<file path="src/rtl/hjc_pkg.sv">
// Shared types and defaults for the Hangul jamo composer.
package hjc_pkg;

  localparam int unsigned QueueDepth = 4;

  // One input item's worth of output: one or two code points to encode.
  typedef struct packed {
    logic [20:0] cp0;
    logic [1:0]  len0;   // encoded length minus one
    logic [20:0] cp1;
    logic [1:0]  len1;
    logic        two;    // cp1 is present
  } entry_t;

endpackage

</file>
<file path="src/rtl/utf8_hangul_jamo_composer.sv">
// Top level: UTF-8 byte stream in, Hangul-composed UTF-8 byte stream out.
// Takes one input byte per cycle while full is low and delivers one output
// byte per cycle while pop is held. Each input byte produces zero to seven
// output bytes; its last output byte carries last_of_run_o. The back end
// emits one byte per cycle while pop is held, so a byte that yields several
// output bytes occupies it until its last one is taken; the entry queue
// (Depth entries, one per byte that yields output) lets input keep flowing
// meanwhile, and full rises once it fills. An accepted byte's first output
// byte goes through the entry queue and then the back end's output register.
module utf8_hangul_jamo_composer #(
  parameter int unsigned Depth = hjc_pkg::QueueDepth
) (
  input  logic       clk_i,
  input  logic       rst_ni,
  input  logic       push,
  output logic       full,
  input  logic [7:0] in_byte_i,
  input  logic       end_of_text_i,
  output logic       empty,
  input  logic       pop,
  output logic [7:0] out_byte_o,
  output logic       last_of_run_o
);

  hjc_pkg::entry_t wr_entry, rd_entry;
  logic            q_push, q_pop, q_empty;

  hjc_front u_front (
    .clk_i         (clk_i),
    .rst_ni        (rst_ni),
    .push_i        (push),
    .in_byte_i     (in_byte_i),
    .end_of_text_i (end_of_text_i),
    .q_full_i      (full),
    .q_push_o      (q_push),
    .q_entry_o     (wr_entry)
  );

  hjc_queue #(
    .Depth (Depth)
  ) u_queue (
    .clk_i   (clk_i),
    .rst_ni  (rst_ni),
    .push_i  (q_push),
    .wdata_i (wr_entry),
    .full_o  (full),
    .pop_i   (q_pop),
    .rdata_o (rd_entry),
    .empty_o (q_empty)
  );

  hjc_back u_back (
    .clk_i         (clk_i),
    .rst_ni        (rst_ni),
    .entry_i       (rd_entry),
    .q_empty_i     (q_empty),
    .q_pop_o       (q_pop),
    .empty         (empty),
    .pop           (pop),
    .out_byte_o    (out_byte_o),
    .last_of_run_o (last_of_run_o)
  );

endmodule

</file>
<file path="src/rtl/hjc_front.sv">
// Front end: UTF-8 decoder and jamo composer, emits code point entries.
module hjc_front (
  input  logic              clk_i,
  input  logic              rst_ni,
  input  logic              push_i,
  input  logic [7:0]        in_byte_i,
  input  logic              end_of_text_i,
  input  logic              q_full_i,
  output logic              q_push_o,
  output hjc_pkg::entry_t   q_entry_o
);

  localparam logic [15:0] SBase   = 16'hAC00;
  localparam logic [20:0] LFirst  = 21'h01100;
  localparam logic [20:0] LLast   = 21'h01112;
  localparam logic [20:0] VFirst  = 21'h01161;
  localparam logic [20:0] VLast   = 21'h01175;
  localparam logic [20:0] TFirst  = 21'h011A8;
  localparam logic [20:0] TLast   = 21'h011C2;
  localparam logic [7:0]  TBaseLo = 8'hA7;
  localparam logic [7:0]  VBaseLo = 8'h61;
  localparam logic [20:0] CpMax   = 21'h10FFFF;
  localparam logic [15:0] LStride = 16'd588;
  localparam logic [15:0] VStride = 16'd28;

  typedef enum logic [1:0] {
    P_NONE,
    P_L,
    P_LV
  } pend_e;

  logic [20:0] part_q, part_d;
  logic [1:0]  exp_q, exp_d;
  pend_e       pc_q, pc_d;
  logic [4:0]  lidx_q, lidx_d;
  logic [15:0] syl_q, syl_d;

  logic        accept;
  logic        take;
  logic [20:0] cp;
  logic [1:0]  exp_m1;
  logic        is_lead, is_medial, is_trail;
  logic [7:0]  t_off, v_off;
  logic [15:0] syl_new, syl_trail;
  logic        a_v, b_v, c_v, b_ok, x_v;
  logic [20:0] a_cp, b_cp, c_cp, x_cp;

  function automatic logic [1:0] enc_len(logic [20:0] c);
    if (c <= 21'h7F) begin
      return 2'd0;
    end else if (c <= 21'h7FF) begin
      return 2'd1;
    end else if (c <= 21'hFFFF) begin
      return 2'd2;
    end
    return 2'd3;
  endfunction

  assign accept = push_i & ~q_full_i;
  assign exp_m1 = exp_q - 2'd1;

  // decoder
  always_comb begin
    part_d = part_q;
    exp_d  = exp_q;
    take   = 1'b0;
    cp     = '0;
    if (exp_q != 2'd0) begin
      unique case (exp_q)
        2'd3:    part_d = part_q | {3'b0, in_byte_i[5:0], 12'b0};
        2'd2:    part_d = part_q | {9'b0, in_byte_i[5:0], 6'b0};
        default: part_d = part_q | {15'b0, in_byte_i[5:0]};
      endcase
      exp_d = exp_m1;
      if (exp_m1 == 2'd0) begin
        take   = 1'b1;
        cp     = part_d;
        part_d = '0;
      end
    end else if (!in_byte_i[7]) begin
      take = 1'b1;
      cp   = {13'b0, in_byte_i};
    end else if (in_byte_i[7:5] == 3'b110) begin
      part_d = {10'b0, in_byte_i[4:0], 6'b0};
      exp_d  = 2'd1;
    end else if (in_byte_i[7:4] == 4'b1110) begin
      part_d = {5'b0, in_byte_i[3:0], 12'b0};
      exp_d  = 2'd2;
    end else if (in_byte_i[7:3] == 5'b11110) begin
      part_d = {in_byte_i[2:0], 18'b0};
      exp_d  = 2'd3;
    end else begin
      take = 1'b1;
      cp   = '0;
    end
    // truncated sequence at end of text: missing bits are zero
    if (end_of_text_i && exp_d != 2'd0) begin
      take   = 1'b1;
      cp     = part_d;
      exp_d  = 2'd0;
      part_d = '0;
    end
  end

  assign is_lead   = (cp >= LFirst) && (cp <= LLast);
  assign is_medial = (cp >= VFirst) && (cp <= VLast);
  assign is_trail  = (cp >= TFirst) && (cp <= TLast);
  assign t_off    = cp[7:0] - TBaseLo;
  assign v_off    = cp[7:0] - VBaseLo;
  assign syl_new  = SBase + 16'(lidx_q) * LStride + 16'(v_off[4:0]) * VStride;
  assign syl_trail = syl_q + 16'(t_off[4:0]);

  // composer: A is a flushed syllable or L, B the code point itself,
  // C a pending L or LV flushed at end of text (B and C never both occur)
  always_comb begin
    pc_d   = pc_q;
    lidx_d = lidx_q;
    syl_d  = syl_q;
    a_v    = 1'b0;
    a_cp   = '0;
    b_v    = 1'b0;
    b_cp   = cp;
    c_v    = 1'b0;
    c_cp   = '0;
    if (take) begin
      logic general;
      general = 1'b1;
      unique case (pc_q)
        P_LV: begin
          a_v  = 1'b1;
          pc_d = P_NONE;
          if (is_trail) begin
            a_cp    = {5'b0, syl_trail};
            general = 1'b0;
          end else begin
            a_cp = {5'b0, syl_q};
          end
        end
        P_L: begin
          if (is_medial) begin
            syl_d   = syl_new;
            pc_d    = P_LV;
            general = 1'b0;
          end else begin
            a_v  = 1'b1;
            a_cp = LFirst | {16'b0, lidx_q};
            pc_d = P_NONE;
          end
        end
        default: ;
      endcase
      if (general) begin
        if (is_lead) begin
          lidx_d = cp[4:0];
          pc_d   = P_L;
        end else begin
          b_v = 1'b1;
        end
      end
    end
    if (end_of_text_i) begin
      unique case (pc_d)
        P_L: begin
          c_v  = 1'b1;
          c_cp = LFirst | {16'b0, lidx_d};
        end
        P_LV: begin
          c_v  = 1'b1;
          c_cp = {5'b0, syl_d};
        end
        default: ;
      endcase
      pc_d = P_NONE;
    end
  end

  // code points above the Unicode range produce nothing
  assign b_ok = b_v && (b_cp <= CpMax);
  assign x_v  = b_ok | c_v;
  assign x_cp = b_ok ? b_cp : c_cp;

  always_comb begin
    if (a_v) begin
      q_entry_o.cp0 = a_cp;
      q_entry_o.two = x_v;
    end else begin
      q_entry_o.cp0 = x_cp;
      q_entry_o.two = 1'b0;
    end
    q_entry_o.cp1  = x_cp;
    q_entry_o.len0 = enc_len(q_entry_o.cp0);
    q_entry_o.len1 = enc_len(x_cp);
  end

  assign q_push_o = accept & (a_v | x_v);

  always_ff @(posedge clk_i or negedge rst_ni) begin
    if (!rst_ni) begin
      part_q <= '0;
      exp_q  <= '0;
      pc_q   <= P_NONE;
      lidx_q <= '0;
      syl_q  <= '0;
    end else if (accept) begin
      part_q <= part_d;
      exp_q  <= exp_d;
      pc_q   <= pc_d;
      lidx_q <= lidx_d;
      syl_q  <= syl_d;
    end
  end

endmodule

</file>
<file path="src/rtl/hjc_queue.sv">
// Small FIFO of code point entries between front and back end.
module hjc_queue #(
  parameter int unsigned Depth = hjc_pkg::QueueDepth
) (
  input  logic            clk_i,
  input  logic            rst_ni,
  input  logic            push_i,
  input  hjc_pkg::entry_t wdata_i,
  output logic            full_o,
  input  logic            pop_i,
  output hjc_pkg::entry_t rdata_o,
  output logic            empty_o
);

  localparam int unsigned PtrW = (Depth > 1) ? $clog2(Depth) : 1;
  localparam int unsigned CntW = $clog2(Depth + 1);
  localparam logic [PtrW-1:0] PtrLast = PtrW'(Depth - 1);

  hjc_pkg::entry_t mem_q [Depth];
  logic [PtrW-1:0] wr_q, rd_q;
  logic [CntW-1:0] cnt_q;
  logic            do_push, do_pop;

  assign full_o  = (cnt_q == CntW'(Depth));
  assign empty_o = (cnt_q == '0);
  assign do_push = push_i & ~full_o;
  assign do_pop  = pop_i & ~empty_o;
  assign rdata_o = mem_q[rd_q];

  always_ff @(posedge clk_i) begin
    if (do_push) begin
      mem_q[wr_q] <= wdata_i;
    end
  end

  always_ff @(posedge clk_i or negedge rst_ni) begin
    if (!rst_ni) begin
      wr_q  <= '0;
      rd_q  <= '0;
      cnt_q <= '0;
    end else begin
      if (do_push) begin
        wr_q <= (wr_q == PtrLast) ? '0 : wr_q + PtrW'(1);
      end
      if (do_pop) begin
        rd_q <= (rd_q == PtrLast) ? '0 : rd_q + PtrW'(1);
      end
      if (do_push && !do_pop) begin
        cnt_q <= cnt_q + CntW'(1);
      end else if (do_pop && !do_push) begin
        cnt_q <= cnt_q - CntW'(1);
      end
    end
  end

endmodule

</file>
<file path="src/rtl/hjc_back.sv">
// Back end: serializes queued code points into UTF-8 bytes.
module hjc_back (
  input  logic            clk_i,
  input  logic            rst_ni,
  input  hjc_pkg::entry_t entry_i,
  input  logic            q_empty_i,
  output logic            q_pop_o,
  output logic            empty,
  input  logic            pop,
  output logic [7:0]      out_byte_o,
  output logic            last_of_run_o
);

  logic        sel_q;
  logic [1:0]  bi_q;
  logic        out_vld_q;
  logic [7:0]  byte_q;
  logic        last_q;

  logic        adv, have;
  logic [20:0] cur_cp;
  logic [1:0]  cur_len;
  logic        cp_end, ent_end;
  logic [7:0]  cur_byte;

  function automatic logic [7:0] enc_byte(logic [20:0] c, logic [1:0] len_m1,
                                          logic [1:0] idx);
    logic [1:0] rem;
    logic [5:0] six;
    rem = len_m1 - idx;
    unique case (rem)
      2'd0:    six = c[5:0];
      2'd1:    six = c[11:6];
      2'd2:    six = c[17:12];
      default: six = {3'b0, c[20:18]};
    endcase
    if (idx == 2'd0) begin
      unique case (len_m1)
        2'd0:    return {1'b0, c[6:0]};
        2'd1:    return {3'b110, c[10:6]};
        2'd2:    return {4'b1110, c[15:12]};
        default: return {5'b11110, c[20:18]};
      endcase
    end
    return {2'b10, six};
  endfunction

  assign adv      = ~out_vld_q | pop;
  assign have     = ~q_empty_i;
  assign cur_cp   = sel_q ? entry_i.cp1 : entry_i.cp0;
  assign cur_len  = sel_q ? entry_i.len1 : entry_i.len0;
  assign cur_byte = enc_byte(cur_cp, cur_len, bi_q);
  assign cp_end   = (bi_q == cur_len);
  assign ent_end  = cp_end & (sel_q | ~entry_i.two);
  assign q_pop_o  = adv & have & ent_end;

  assign empty         = ~out_vld_q;
  assign out_byte_o    = byte_q;
  assign last_of_run_o = last_q;

  always_ff @(posedge clk_i) begin
    if (adv) begin
      byte_q <= cur_byte;
      last_q <= ent_end;
    end
  end

  always_ff @(posedge clk_i or negedge rst_ni) begin
    if (!rst_ni) begin
      sel_q     <= 1'b0;
      bi_q      <= '0;
      out_vld_q <= 1'b0;
    end else if (adv) begin
      out_vld_q <= have;
      if (have) begin
        if (cp_end) begin
          bi_q  <= '0;
          sel_q <= ~ent_end;
        end else begin
          bi_q <= bi_q + 2'd1;
        end
      end
    end
  end

endmodule

</file>
<file path="config.mk">
export PLATFORM = sky130hd
export DESIGN_NAME = utf8_hangul_jamo_composer
export DESIGN_NICKNAME = d
export VERILOG_FILES = /design/src/rtl/hjc_pkg.sv /design/src/rtl/utf8_hangul_jamo_composer.sv /design/src/rtl/hjc_front.sv /design/src/rtl/hjc_queue.sv /design/src/rtl/hjc_back.sv
export SDC_FILE = /design/constraint.sdc
export NUM_CORES = 1
export LEC_CHECK = 0
export ABC_CLOCK_PERIOD_IN_PS = 7730
export BUFFER_PORTS_ARGS = -buffer_cell sky130_fd_sc_hd__buf_2
export CAP_MARGIN = 10
export CORE_MARGIN = 5
export CORE_UTILIZATION = 60
export DETAILED_ROUTE_END_ITERATION = 8
export GPL_ROUTABILITY_DRIVEN = 0
export PLACE_DENSITY_LB_ADDON = 0.08
export SETUP_SLACK_MARGIN = 0.15
export SYNTH_ARGS = -nofsm -noshare
export SYNTH_HDL_FRONTEND = slang
export SYNTH_SLANG_ARGS = --single-unit
</file>
<file path="constraint.sdc">
create_clock -name clk_i -period 7.73 [get_ports clk_i]
set_clock_uncertainty 0.15 [all_clocks]
set_input_delay 1.1595 -clock clk_i [delete_from_list [all_inputs] [get_ports clk_i]]
set_output_delay 1.1595 -clock clk_i [all_outputs]
set_load 0.01 [all_outputs]
</file>
======== After elaboration in Yosys (flattened, before gate mapping) ========
Memory sizes are Yosys's and may differ from the RTL's.
Cells that the tools add are included.
storage, ports and cells
  word-level logic and storage cells ...... 183
  bits in read-only memories .............. 0
  memories ................................ 1
  bits in writable memories ............... 188
  register bits after elaboration ......... 66
  bits in latches ......................... 0
cells by class
  add/subtract/negate cells ............... 12
  shift-type cells ........................ 0
  divide/modulo/power cells ............... 0
  order comparisons ....................... 13
  mux-type cells .......................... 85
  eq/ne operators ......................... 17
  $mul .................................... 2
  reductions and logical operators ........ 20
  bitwise operators ....................... 19
memory list
  name           words  bits a word  read ports  clocked after memory_dff  wr ports  RTL line         source
  u_queue.mem_q  4      47           1           0                         1         hjc_queue.sv:19  hjc_pkg::entry_t mem_q [Depth];
operators with widths
  cell                    count
  $mux 21                 15
  $pmux 21 s2             2
  $mux 16                 4
  $ge 21x13->1 const B    3
  $le 21x13->1 const B    3
  $mux 2                  23
  $le 21x11->1 const B    2
  $le 21x16->1 const B    2
  $le 21x7->1 const B     2
  $pmux 16 s2             1
  $mux 1                  26
  $pmux 8 s3              1
  $le 21x21->1 const B    1
  $or 21x12->21           1
  $or 21x18->21           1
  $or 21x6->21            1
  $pmux 6 s3              1
  $add 16x10->16          1
  $add 16x15->16 const A  1
  $add 16x5->16           1
  $eq 2x2->1 const B      8
  $mux 5                  3
  $mul 5x8->13 const B    1
  $mux 13                 1
  other kinds (30)        63

======== Depth between registers and ports, before layout ========
Gate-level depths: netlist (run 1).
  depth in word-level cells ............... 28
  mapped depth ............................ 27
  gate-level depth less buffers ........... 26

======== Modules after synthesis ========
Synthesis (run 1) repeated with hierarchy kept, for this count alone.
unflattened totals
  cells, all modules ...................... 1231
  area total of the unflattened synthesis .. 14881.8 um^2
by module, submodules not included
  module     seq. area each (um^2)  cells an instance  instances  area each (um^2)
  hjc_queue  5820.6                 283                1          7247.0
  hjc_front  1151.1                 815                1          6247.2
  hjc_back   370.4                  133                1          1387.6

======== Worst setup path before layout (run 1) ========
Ideal clock, no wire load.
  path type ............................... input-to-reg
  start point ............................. in in_byte_i[7]
  end point ............................... mem u_queue.mem_q[0][24] (netlist name) (data pin)
  buffers on the path ..................... 1
  setup slack ............................. 0.453 ns
  arrival time ............................ 6.952 ns
  stages on the path ...................... 27
  required time ........................... 7.405 ns
  path through ............................ buf_4 -> and2b_1 -> nor2_2 -> nand2_1 -> o21ai_1 -> inv_2 -> ha_1 -> xnor2_1 -> ha_1 -> xor2_1 -> ha_1 -> a21o_1 -> a21oi_1 -> xnor2_1 -> ha_1 -> nand3_1 -> o211ai_1 -> or4_1 -> a211oi_1 -> o21ai_0 -> a211o_1 -> o31a_1 -> nor3b_1 -> o31ai_1 -> a2111o_1 -> a211o_1 -> o21ai_1
RTL lines
  what             RTL line                         source
  start, declared  utf8_hangul_jamo_composer.sv:17  input logic [7:0] in_byte_i,
  end, declared    hjc_queue.sv:19

==> results.md, run 1 <==
- After synthesis, flip-flops and latches occupy 50.17% of the total area.
- Dividing the final minimum period by the clock period gives slightly above 90%.
- The critical path class is input port to register.
- The net count reported at finish is 1350.
- During I/O placement, the number of pins put on the boundary was 24.
- For the finished layout, the period the worst path requires is roughly 7.1 ns.
- Compared with the post-synthesis result, the final layout area differs by 9.815%.
- In this run the worst path has a maximum fanout of 7.
- In this run the cell area of the synthesized design comes to 0.01464 mm^2.
- Counting every sink on the clock net gives 254.
- After clock tree synthesis, the clock-pin slew on the worst setup and hold paths is roughly 0.06 ns.
- In this run the post-CTS setup repair buffer count came out at 0.
- The first global-routing pass estimated about 58000 um of wire.
- The filler cells instantiated in the layout total 1834.
- In this run the worst hold path is classified as register to register.
- The placement-stage cell area is approximately 0.015 mm^2.
- Among all flip-flop cells after synthesis, the most frequent one is edfxtp_1.
- After detailed routing, the number of vias per cell comes to ~6.5.
- For this configuration, the core starts out at a cell density of between 60% and 70%.
- In the final layout, the share of cells above drive strength 1 is 15.96%.
- The remaining routing DRC violations is 0.
- For this design the ratio of total power to cell area is roughly 340 mW/mm^2.
- The die outline width is between 150 and 200 um.
- The number of CTS-inserted buffers is 27.
- The slew of the pin with the lowest slew margin is approximately 1.1 ns.
- Input and output buffers added on the ports amount to 23.
- For this run, the total global-route usage over all layers was measured as a little over a quarter.
- The number of synthesized flops with an enable pin is between 150 and 200.
- Setup repair after global routing left no endpoint under its margin.
- The number of hold buffers added after CTS was 0.
- The flow ran to the end, and the final reports show no timing, DRC or antenna violations.
- The total length of routed wires is roughly 36000 um.
- The register bit count reported by yosys is 254.
- The core outline area is 0.02418 mm^2.
- The number of iterations in the first detailed-routing pass is 6.
- The data arrival time of the worst path is between 7 and 8 ns.
- The clock tree buffer depth is 3.
- The HPWL reported at the end of detailed placement is between 20000 and 30000 um.
- The floorplan step defined a die boundary enclosing 0.02762 mm^2.
- Across all layers, the routed design uses 10540 vias.
- From bottom edge to top edge, the die measures around 170 um.
- The final hold violation count is 0.
- The worst setup path is captured at a register.
- CTS placed an instance of clkbuf_16 at the clock tree root.
- CTS built an H-tree with a depth of 1.
- The via count of the first global-routing pass was 10260.
- In this run the tightest slew margin relative to its limit is between 20% and 30%.
- The reported max-cap violation count is 0.
- Dividing the detail-routed wire length by the instance count gives between 20 and 25 um.
- Timing would allow up to roughly 0.14 GHz.
- The maximum resistive drop on vdd is a little under 0.0004 V.
- When the netlist entered floorplanning its net count stood at 1326.
- The number of cell rows is 57.
- Setup violations remaining at the end of the flow were counted as 0.
- The required time of the worst setup path is just under 8 ns.
- The share of synthesized flip-flops with an asynchronous set or reset is roughly 22%.
- The maximum number of pins on one net before global-route repair is 58.
- The post-layout instance area is roughly 0.016 mm^2.
- TritonCTS built the clock tree.
- The number of warnings reported in the yosys synthesis log is 0.
- The most common cell after layout, fill and taps aside is edfxtp_1.
- The latest clock arrival within the worst-skew pair is approximately 0.56 ns.
- After the first detailed-routing iteration, the DRC count stood at 994.
- The final total power is between 5 and 6 mW.
- The total overflow left after global routing is 0.
- The static leakage power is just over 6 nW.
- A synthesized cell averages 11.75 um^2.
- Once the clock tree was built, the resizer swapped 0 gates to a different size.
- The max-slew violation count was 0.
- The post-synthesis cell count is 1246.
- The number of unique standard cell types used by synthesis is 99.
- The count of nets left with antenna violations after detail routing is 0.
- The library cells used most frequently in the layout, excluding fill and tap cells, are edfxtp_1 (197), nand2_1 (146), nor2_1 (81), o21ai_0 (66), ha_1 (63).
- The element type at the critical path start is an input port.
- The initial antenna violation count is 0.
## through the flow
stage | TNS [ns] | worst slack [ns] | utilization, % | cells | hold slack [ns]
detailed placement | -0.06529 | -0.01634 | 62.70 | 1564 | 0.3547
global placement | 0 | 0.1519 | 62.70 | 1564 | 0.3386
floorplan | 0 | 0.4531 | - | 1246 | 0.3182
finish | 0 | 0.6263 | 66.48 | 1616 | 0.3688
CTS | 0 | 0.5325 | 66.41 | 1614 | 0.3688
global route | 0 | 0.2181 | 66.46 | 1615 | 0.3975
## cells by family after synthesis
logic type / synth area share, %
and+or+nand+nor: 12.38
AOI/OAI and AO/OA: 15.23
DFF: 50.17
buffers and inverters: 2.958
muxes: 10.52
adders and majority gates: 5.933
xor gates and xnor gates: 2.813
## power breakdown
part | total [mW] | leakage [nW] | internal [mW] | switching, mW
clock network | 1.29 | 0.434 | 0.760 | 0.530
logic | 2.25 | 3.14 | 0.956 | 1.29
registers | 1.95 | 2.60 | 1.81 | 0.132
total | 5.49 | 6.17 | 3.53 | 1.95
## state kept, by name, summed over array words and instances (netlist names)
name / count
u_front.pc_q: 2
u_front.syl_q: 16
u_queue.mem_q: 188
u_back.sel_q: 1
u_queue.cnt_q: 3
u_back.out_vld_q: 1
u_front.exp_q: 2
u_queue.wr_q: 2
u_queue.rd_q: 2
u_front.part_q: 21
u_back.bi_q: 2
u_front.lidx_q: 5
u_back.last_of_run_o: 1
u_back.out_byte_o: 8
## path summary, 6_finish.rpt
kind	slack, ns	endpoint	depth (start not counted)	start
worst max-delay path	0.63	u_queue.mem_q[3][24]	26	in_byte_i[7]
worst min-delay path	0.37	u_queue.cnt_q[2]	1	u_queue.cnt_q[2]
worst max register to register	0.87	u_queue.mem_q[3][24]	23	u_front.exp_q[1]
worst min register to register	0.37	u_queue.cnt_q[2]	1	u_queue.cnt_q[2]
max in group asynchronous	6.14	u_queue.rd_q[0]	2	rst_ni
min in group asynchronous	0.66	u_back.bi_q[0]	2	rst_ni
## routing by layer
metal  vias to the layer above  track usage, %  part of all wire (%)
met5                         -               0                     0
met4                         0           7.030                   3.1
met3                        70           3.309                   6.5
met2                       434           43.15                    48
met1                      5222           37.29                    42
li1                       4814               -                     -
## critical path, stage by stage
cell      delay (ns)
buf_2           0.14
and2b_1         0.20
nor2_2          0.10
nand2_1         0.06
o21ai_1         0.23
inv_2           0.16
ha_1            0.28
xnor2_1         0.21
ha_1            0.28
xor2_1          0.29
ha_1            0.28
a21o_1          0.18
a21oi_1         0.24
nor2b_1         0.08
o31a_1          0.26
ha_1            0.24
or4_1           0.53
a211oi_2        0.37
o21ai_0         0.17
a211o_1         0.30
o31a_1          0.14
nor3b_1         0.21
o31ai_1         0.12
a2111o_1        0.46
a211o_1         0.36
o21ai_1         0.25
## area by class of cell
type | count | area [um^2] | share of cell area (%)
Sequential cell | 254 | 7347 | 45.71
Timing Repair Buffer | 52 | 382.9 | 2.382
Antenna cell | 1 | 2.502 | 0.01557
Inverter | 43 | 161.4 | 1.004
Tap cell | 324 | 405.4 | 2.522
Multi-Input combinational cell | 892 | 6875 | 42.78
Clock inverter | 16 | 185.2 | 1.152
Clock buffer | 34 | 711.9 | 4.430
## Yosys cell counts, types with 11 or more instances
library cell	count	area, um^2
edfxtp_1	197	5916
nand2_1	146	548.0
nor2_1	81	304.0
o21ai_0	66	330.3
ha_1	63	788.3
a21oi_1	60	300.3
dfrtp_1	57	1426
mux4_2	50	1126
inv_1	40	150.1
clkbuf_1	31	116.4
xnor2_1	28	245.2
nor3_1	23	115.1
mux2_2	20	225.2
xor2_1	19	166.4
nand3_1	18	90.09
a21o_1	17	127.6
mux2i_1	16	160.2
and2_1	15	93.84
nor2b_1	15	93.84
a22o_1	14	122.6
a211oi_1	12	90.09
nand2b_1	12	75.07
o21a_1	12	90.09
o31ai_1	12	90.09
o211ai_1	11	82.58
o21ai_1	11	55.05
Note: power is estimated with default switching activity, not from simulation.
==> inputs of run 2 (changes only) <==
--- a/config.mk
+++ b/config.mk
@@ -8,8 +8,9 @@
 export ABC_CLOCK_PERIOD_IN_PS = 7730
 export BUFFER_PORTS_ARGS = -buffer_cell sky130_fd_sc_hd__buf_2
 export CAP_MARGIN = 10
+export CORE_ASPECT_RATIO = 2
 export CORE_MARGIN = 5
-export CORE_UTILIZATION = 60
+export CORE_UTILIZATION = 35
 export DETAILED_ROUTE_END_ITERATION = 8
 export GPL_ROUTABILITY_DRIVEN = 0
 export PLACE_DENSITY_LB_ADDON = 0.08
==> run 2 against run 1 <==
  * Sequential share of layout area is 1.0 points lower
  * Power is 2.4% higher
  * Worst hold slack worse by 0.017 ns
  * Combinational power hardly changed
  * Global-route usage is 6.9 points lower
  * Via count is 2.3% lower
  * Flip-flop and latch count stayed put
  * Core utilization is 27 points lower
  * Register-to-register slack worse by 0.15 ns
  * First-iteration DRC count is 44% lower
  * Sequential power is 2% higher
  * Critical path type is now register to register
  * Critical endpoint is now u_queue.mem_q[2][24]
==> results.md, run 2 (synthesis results as in run 1) <==
- The detail-routed net length per standard cell was 24.43 um (+8.3%).
- The data arrival time of the worst path came to 7.21 ns (-0.11 ns).
- The maximum number of pins on one net before global-route repair is 58 (unchanged).
- The vertical die dimension is 299.2 um (+80%).
- The clock root buffer is clkbuf_16.
- The number of sinks driven by the clock tree is 254 (unchanged).
- The count of input and output buffers was 23 (unchanged).
- Setup repair after global routing left no endpoint under its margin.
- The most common cell after layout, fill and taps aside is edfxtp_1.
- TritonCTS built the clock tree.
- The total setup violations reported at the end of the flow is 0 (unchanged).
- The initial antenna violation count came to 0 (unchanged).
- The static leakage power came to 6.239 nW (+1.1%).
- The startpoint of the lowest-slack hold path is u_queue.cnt_q[2].
- The latest clock arrival within the worst-skew pair came to 0.55 ns (about the same).
- The largest registers in the layout are u_queue.mem_q (188), u_front.part_q (21), u_front.syl_q (16).
- The first-iteration detailed-routing DRC count is 552 (-44%).
- The combinational cell fraction of total power is 40.5% (-0.5 points).
- The number of CTS-inserted buffers is 26 (-3.7%).
- The number of levels the H-tree was split into is 1 (unchanged).
- The remaining routing DRC violations is 0 (unchanged).
- The critical path class is register to register.
- The count of placed standard cells including taps was 1791 (+15%).
- u_queue.mem_q holds more flip-flops than any other register.
- The maximum fanout along the worst path is 12 (+5).
- The number of fill cells came to 4102 (+120%).
- The path class of the tightest hold or removal check is register to register.
- The worst setup path is captured at a register.
- The via count of the first global-routing pass is 10720 (+4.5%).
- The number of antenna cells inserted is 0 (-1).
- The share of post-route cells with drive strength above 1 is 16.94% (+0.98 points).
- The total length of routed wires is 44930 um (+23%).
- The net switching fraction of the power is 36.69% (+1.0 points).
- The die outline width is 154.6 um (-7.0%).
- The flow ran to the end, and the final reports show no timing, DRC or antenna violations.
- The worst register-to-register path begins at u_front.exp_q[1].
- The clock tree buffer depth is 3 (unchanged).
- The fraction of power consumed by the clock network is 24.1% (+0.6 points).
- The worst setup path is launched from a register.
- The achievable clock frequency was 0.1426 GHz (+1.3%).
- The HPWL reported at the end of detailed placement is 33100 um (+31%).
- The switching power is 2.061 mW (+5.4%).
- The top cell types in the final layout, fill and taps aside, are edfxtp_1 (197), nand2_1 (146), nor2_1 (81), o21ai_0 (66), ha_1 (63).
- The setup total negative slack is 0 ns (unchanged).
- The overall routing resource usage is 19.34% (-6.9 points).
- The number of flip-flops in the largest register is 188 (unchanged).
- The power density normalized to cell area is 341.8 mW/mm^2 (+0.15%).
- The reported max-cap violation count is 0 (unchanged).
- The max-slew violation count was 0 (unchanged).
- The number of vias per cell after detailed routing is 5.599 (-14%).
- The portion of total power attributed to sequential cells is 35.4% (about the same).
- The signed area change from the synthesized netlist to the final layout is 12.29%.
- The global-route wire length before repair was 68380 um (+17%).
- The required time of the worst setup path is 7.93 ns (-0.02 ns).
- The internal power was 3.557 mW (+0.74%).
- The initial cell density of the core is 35.14% (-25 points).
- The net count reported at finish was 1359 (+0.67%).
- The count of nets left with antenna violations after detail routing is 0 (unchanged).
- The remaining global-route overflow is 0 (unchanged).
- The post-route non-filler standard cell count is 1839 (+14%).
- The maximum resistive drop on vdd came to 0.0001421 V (-63%).
- The core outline area was 0.04164 mm^2 (+72%).
- The number of iterations in the first detailed-routing pass came to 7 (+1).
- The area enclosed by the die boundary is 0.04625 mm^2 (+67%).
- The time the final worst path needs with I/O delays and setup is 7.013 ns (-0.09063 ns).
- The vias after detailed routing came to 10300 (-2.3%).
- The final hold violation count is 0 (unchanged).
- The relative max-transition margin came to 34.68% (+8.9 points).
- The source of the critical timing path is u_front.exp_q[1].
- The number of I/O pins is 24 (unchanged).
- The number of cell rows was 106 (+86%).
- The clock input transition at the sequential cells of the worst setup and hold paths is 0.07 ns (about the same).
- The final cycle utilization of the critical path was 90.73% (-1.2 points).
- The slew of the pin with the lowest slew margin came to 0.9798 ns (-0.1200 ns).
## run 2: timing repair
| action | in CTS | in global routing |
|---|---|---|
| buffers inserted | 0 | 0 |
| hold buffers | 0 | 0 |
| gates resized for setup | 0 | 2 |
| endpoints found under the setup margin | 0 | 8 |
## run 2: cell type report
cell class	instances	area (um^2)	share of cell area (%)
clock buffers	30	686.9	4.180
flip-flops and latches	254	7347	44.71
inverters	43	161.4	0.9822
well taps	540	675.6	4.111
multi-input cells	892	6883	41.88
repair buffers	62	457.9	2.787
clock inverters	18	221.5	1.348
## run 2: routing by layer
metal	global-route usage, %	share of wire, %
met5	0	0
met4	6.209	3.3
met3	1.820	3.0
met2	38.73	58
met1	20.79	36
## run 2: worst paths after layout
path,to,slack (ns),cells past startpoint
worst min-delay path,u_queue.cnt_q[2],0.35,1
worst max-delay path,u_queue.mem_q[2][24],0.72,24
worst min register to register,u_queue.cnt_q[2],0.35,1
min in group asynchronous,u_queue.rd_q[0],0.64,2
worst max register to register,u_queue.mem_q[2][24],0.72,24
max in group asynchronous,u_queue.wr_q[0],6.08,2
## run 2: power groups by stage
stage	registers, mW	clock network (mW)	logic [mW]
after floorplan	1.93	0	1.65
after global placement	2.02	0	2.32
after detailed placement	2.03	0	2.33
after CTS	2.00	1.39	2.34
after global routing	2.02	1.44	2.51
final	1.99	1.36	2.27
## run 2: through the flow
| stage | utilization, % | worst slack, ns | power (mW) | hold WS [ns] | cell area, um^2 |
|---|---|---|---|---|---|
| 2_1_floorplan | - | 0.4531 | 3.583 | 0.3182 | 14640 |
| 3_3_place_gp | 37.26 | 0.2228 | 4.343 | 0.3383 | 15520 |
| 3_5_place_dp | 37.26 | 0.1083 | 4.356 | 0.3383 | 15520 |
| 4_1_cts | 39.44 | 0.5588 | 5.731 | 0.3493 | 16420 |
| 5_1_grt | 39.46 | 0.1954 | 5.978 | 0.3844 | 16430 |
| 6_report | 39.46 | 0.7169 | 5.618 | 0.3518 | 16430 |
## run 2: critical path: stages, from the launching register on
cell      delay, ns
dfrtp_1        0.66
inv_1          0.28
a32o_2         0.38
inv_2          0.14
ha_1           0.22
xnor2_1        0.16
ha_1           0.28
xor2_1         0.27
ha_1           0.28
a21o_1         0.19
a21oi_1        0.22
xnor2_1        0.11
ha_1           0.35
nand3_1        0.09
o211ai_1       0.11
or4_1          0.44
a211oi_1       0.35
o21ai_0        0.15
a211o_1        0.30
o31a_1         0.15
nor3b_1        0.23
o31ai_1        0.18
a2111o_1       0.48
a211o_1        0.37
o21ai_1        0.25
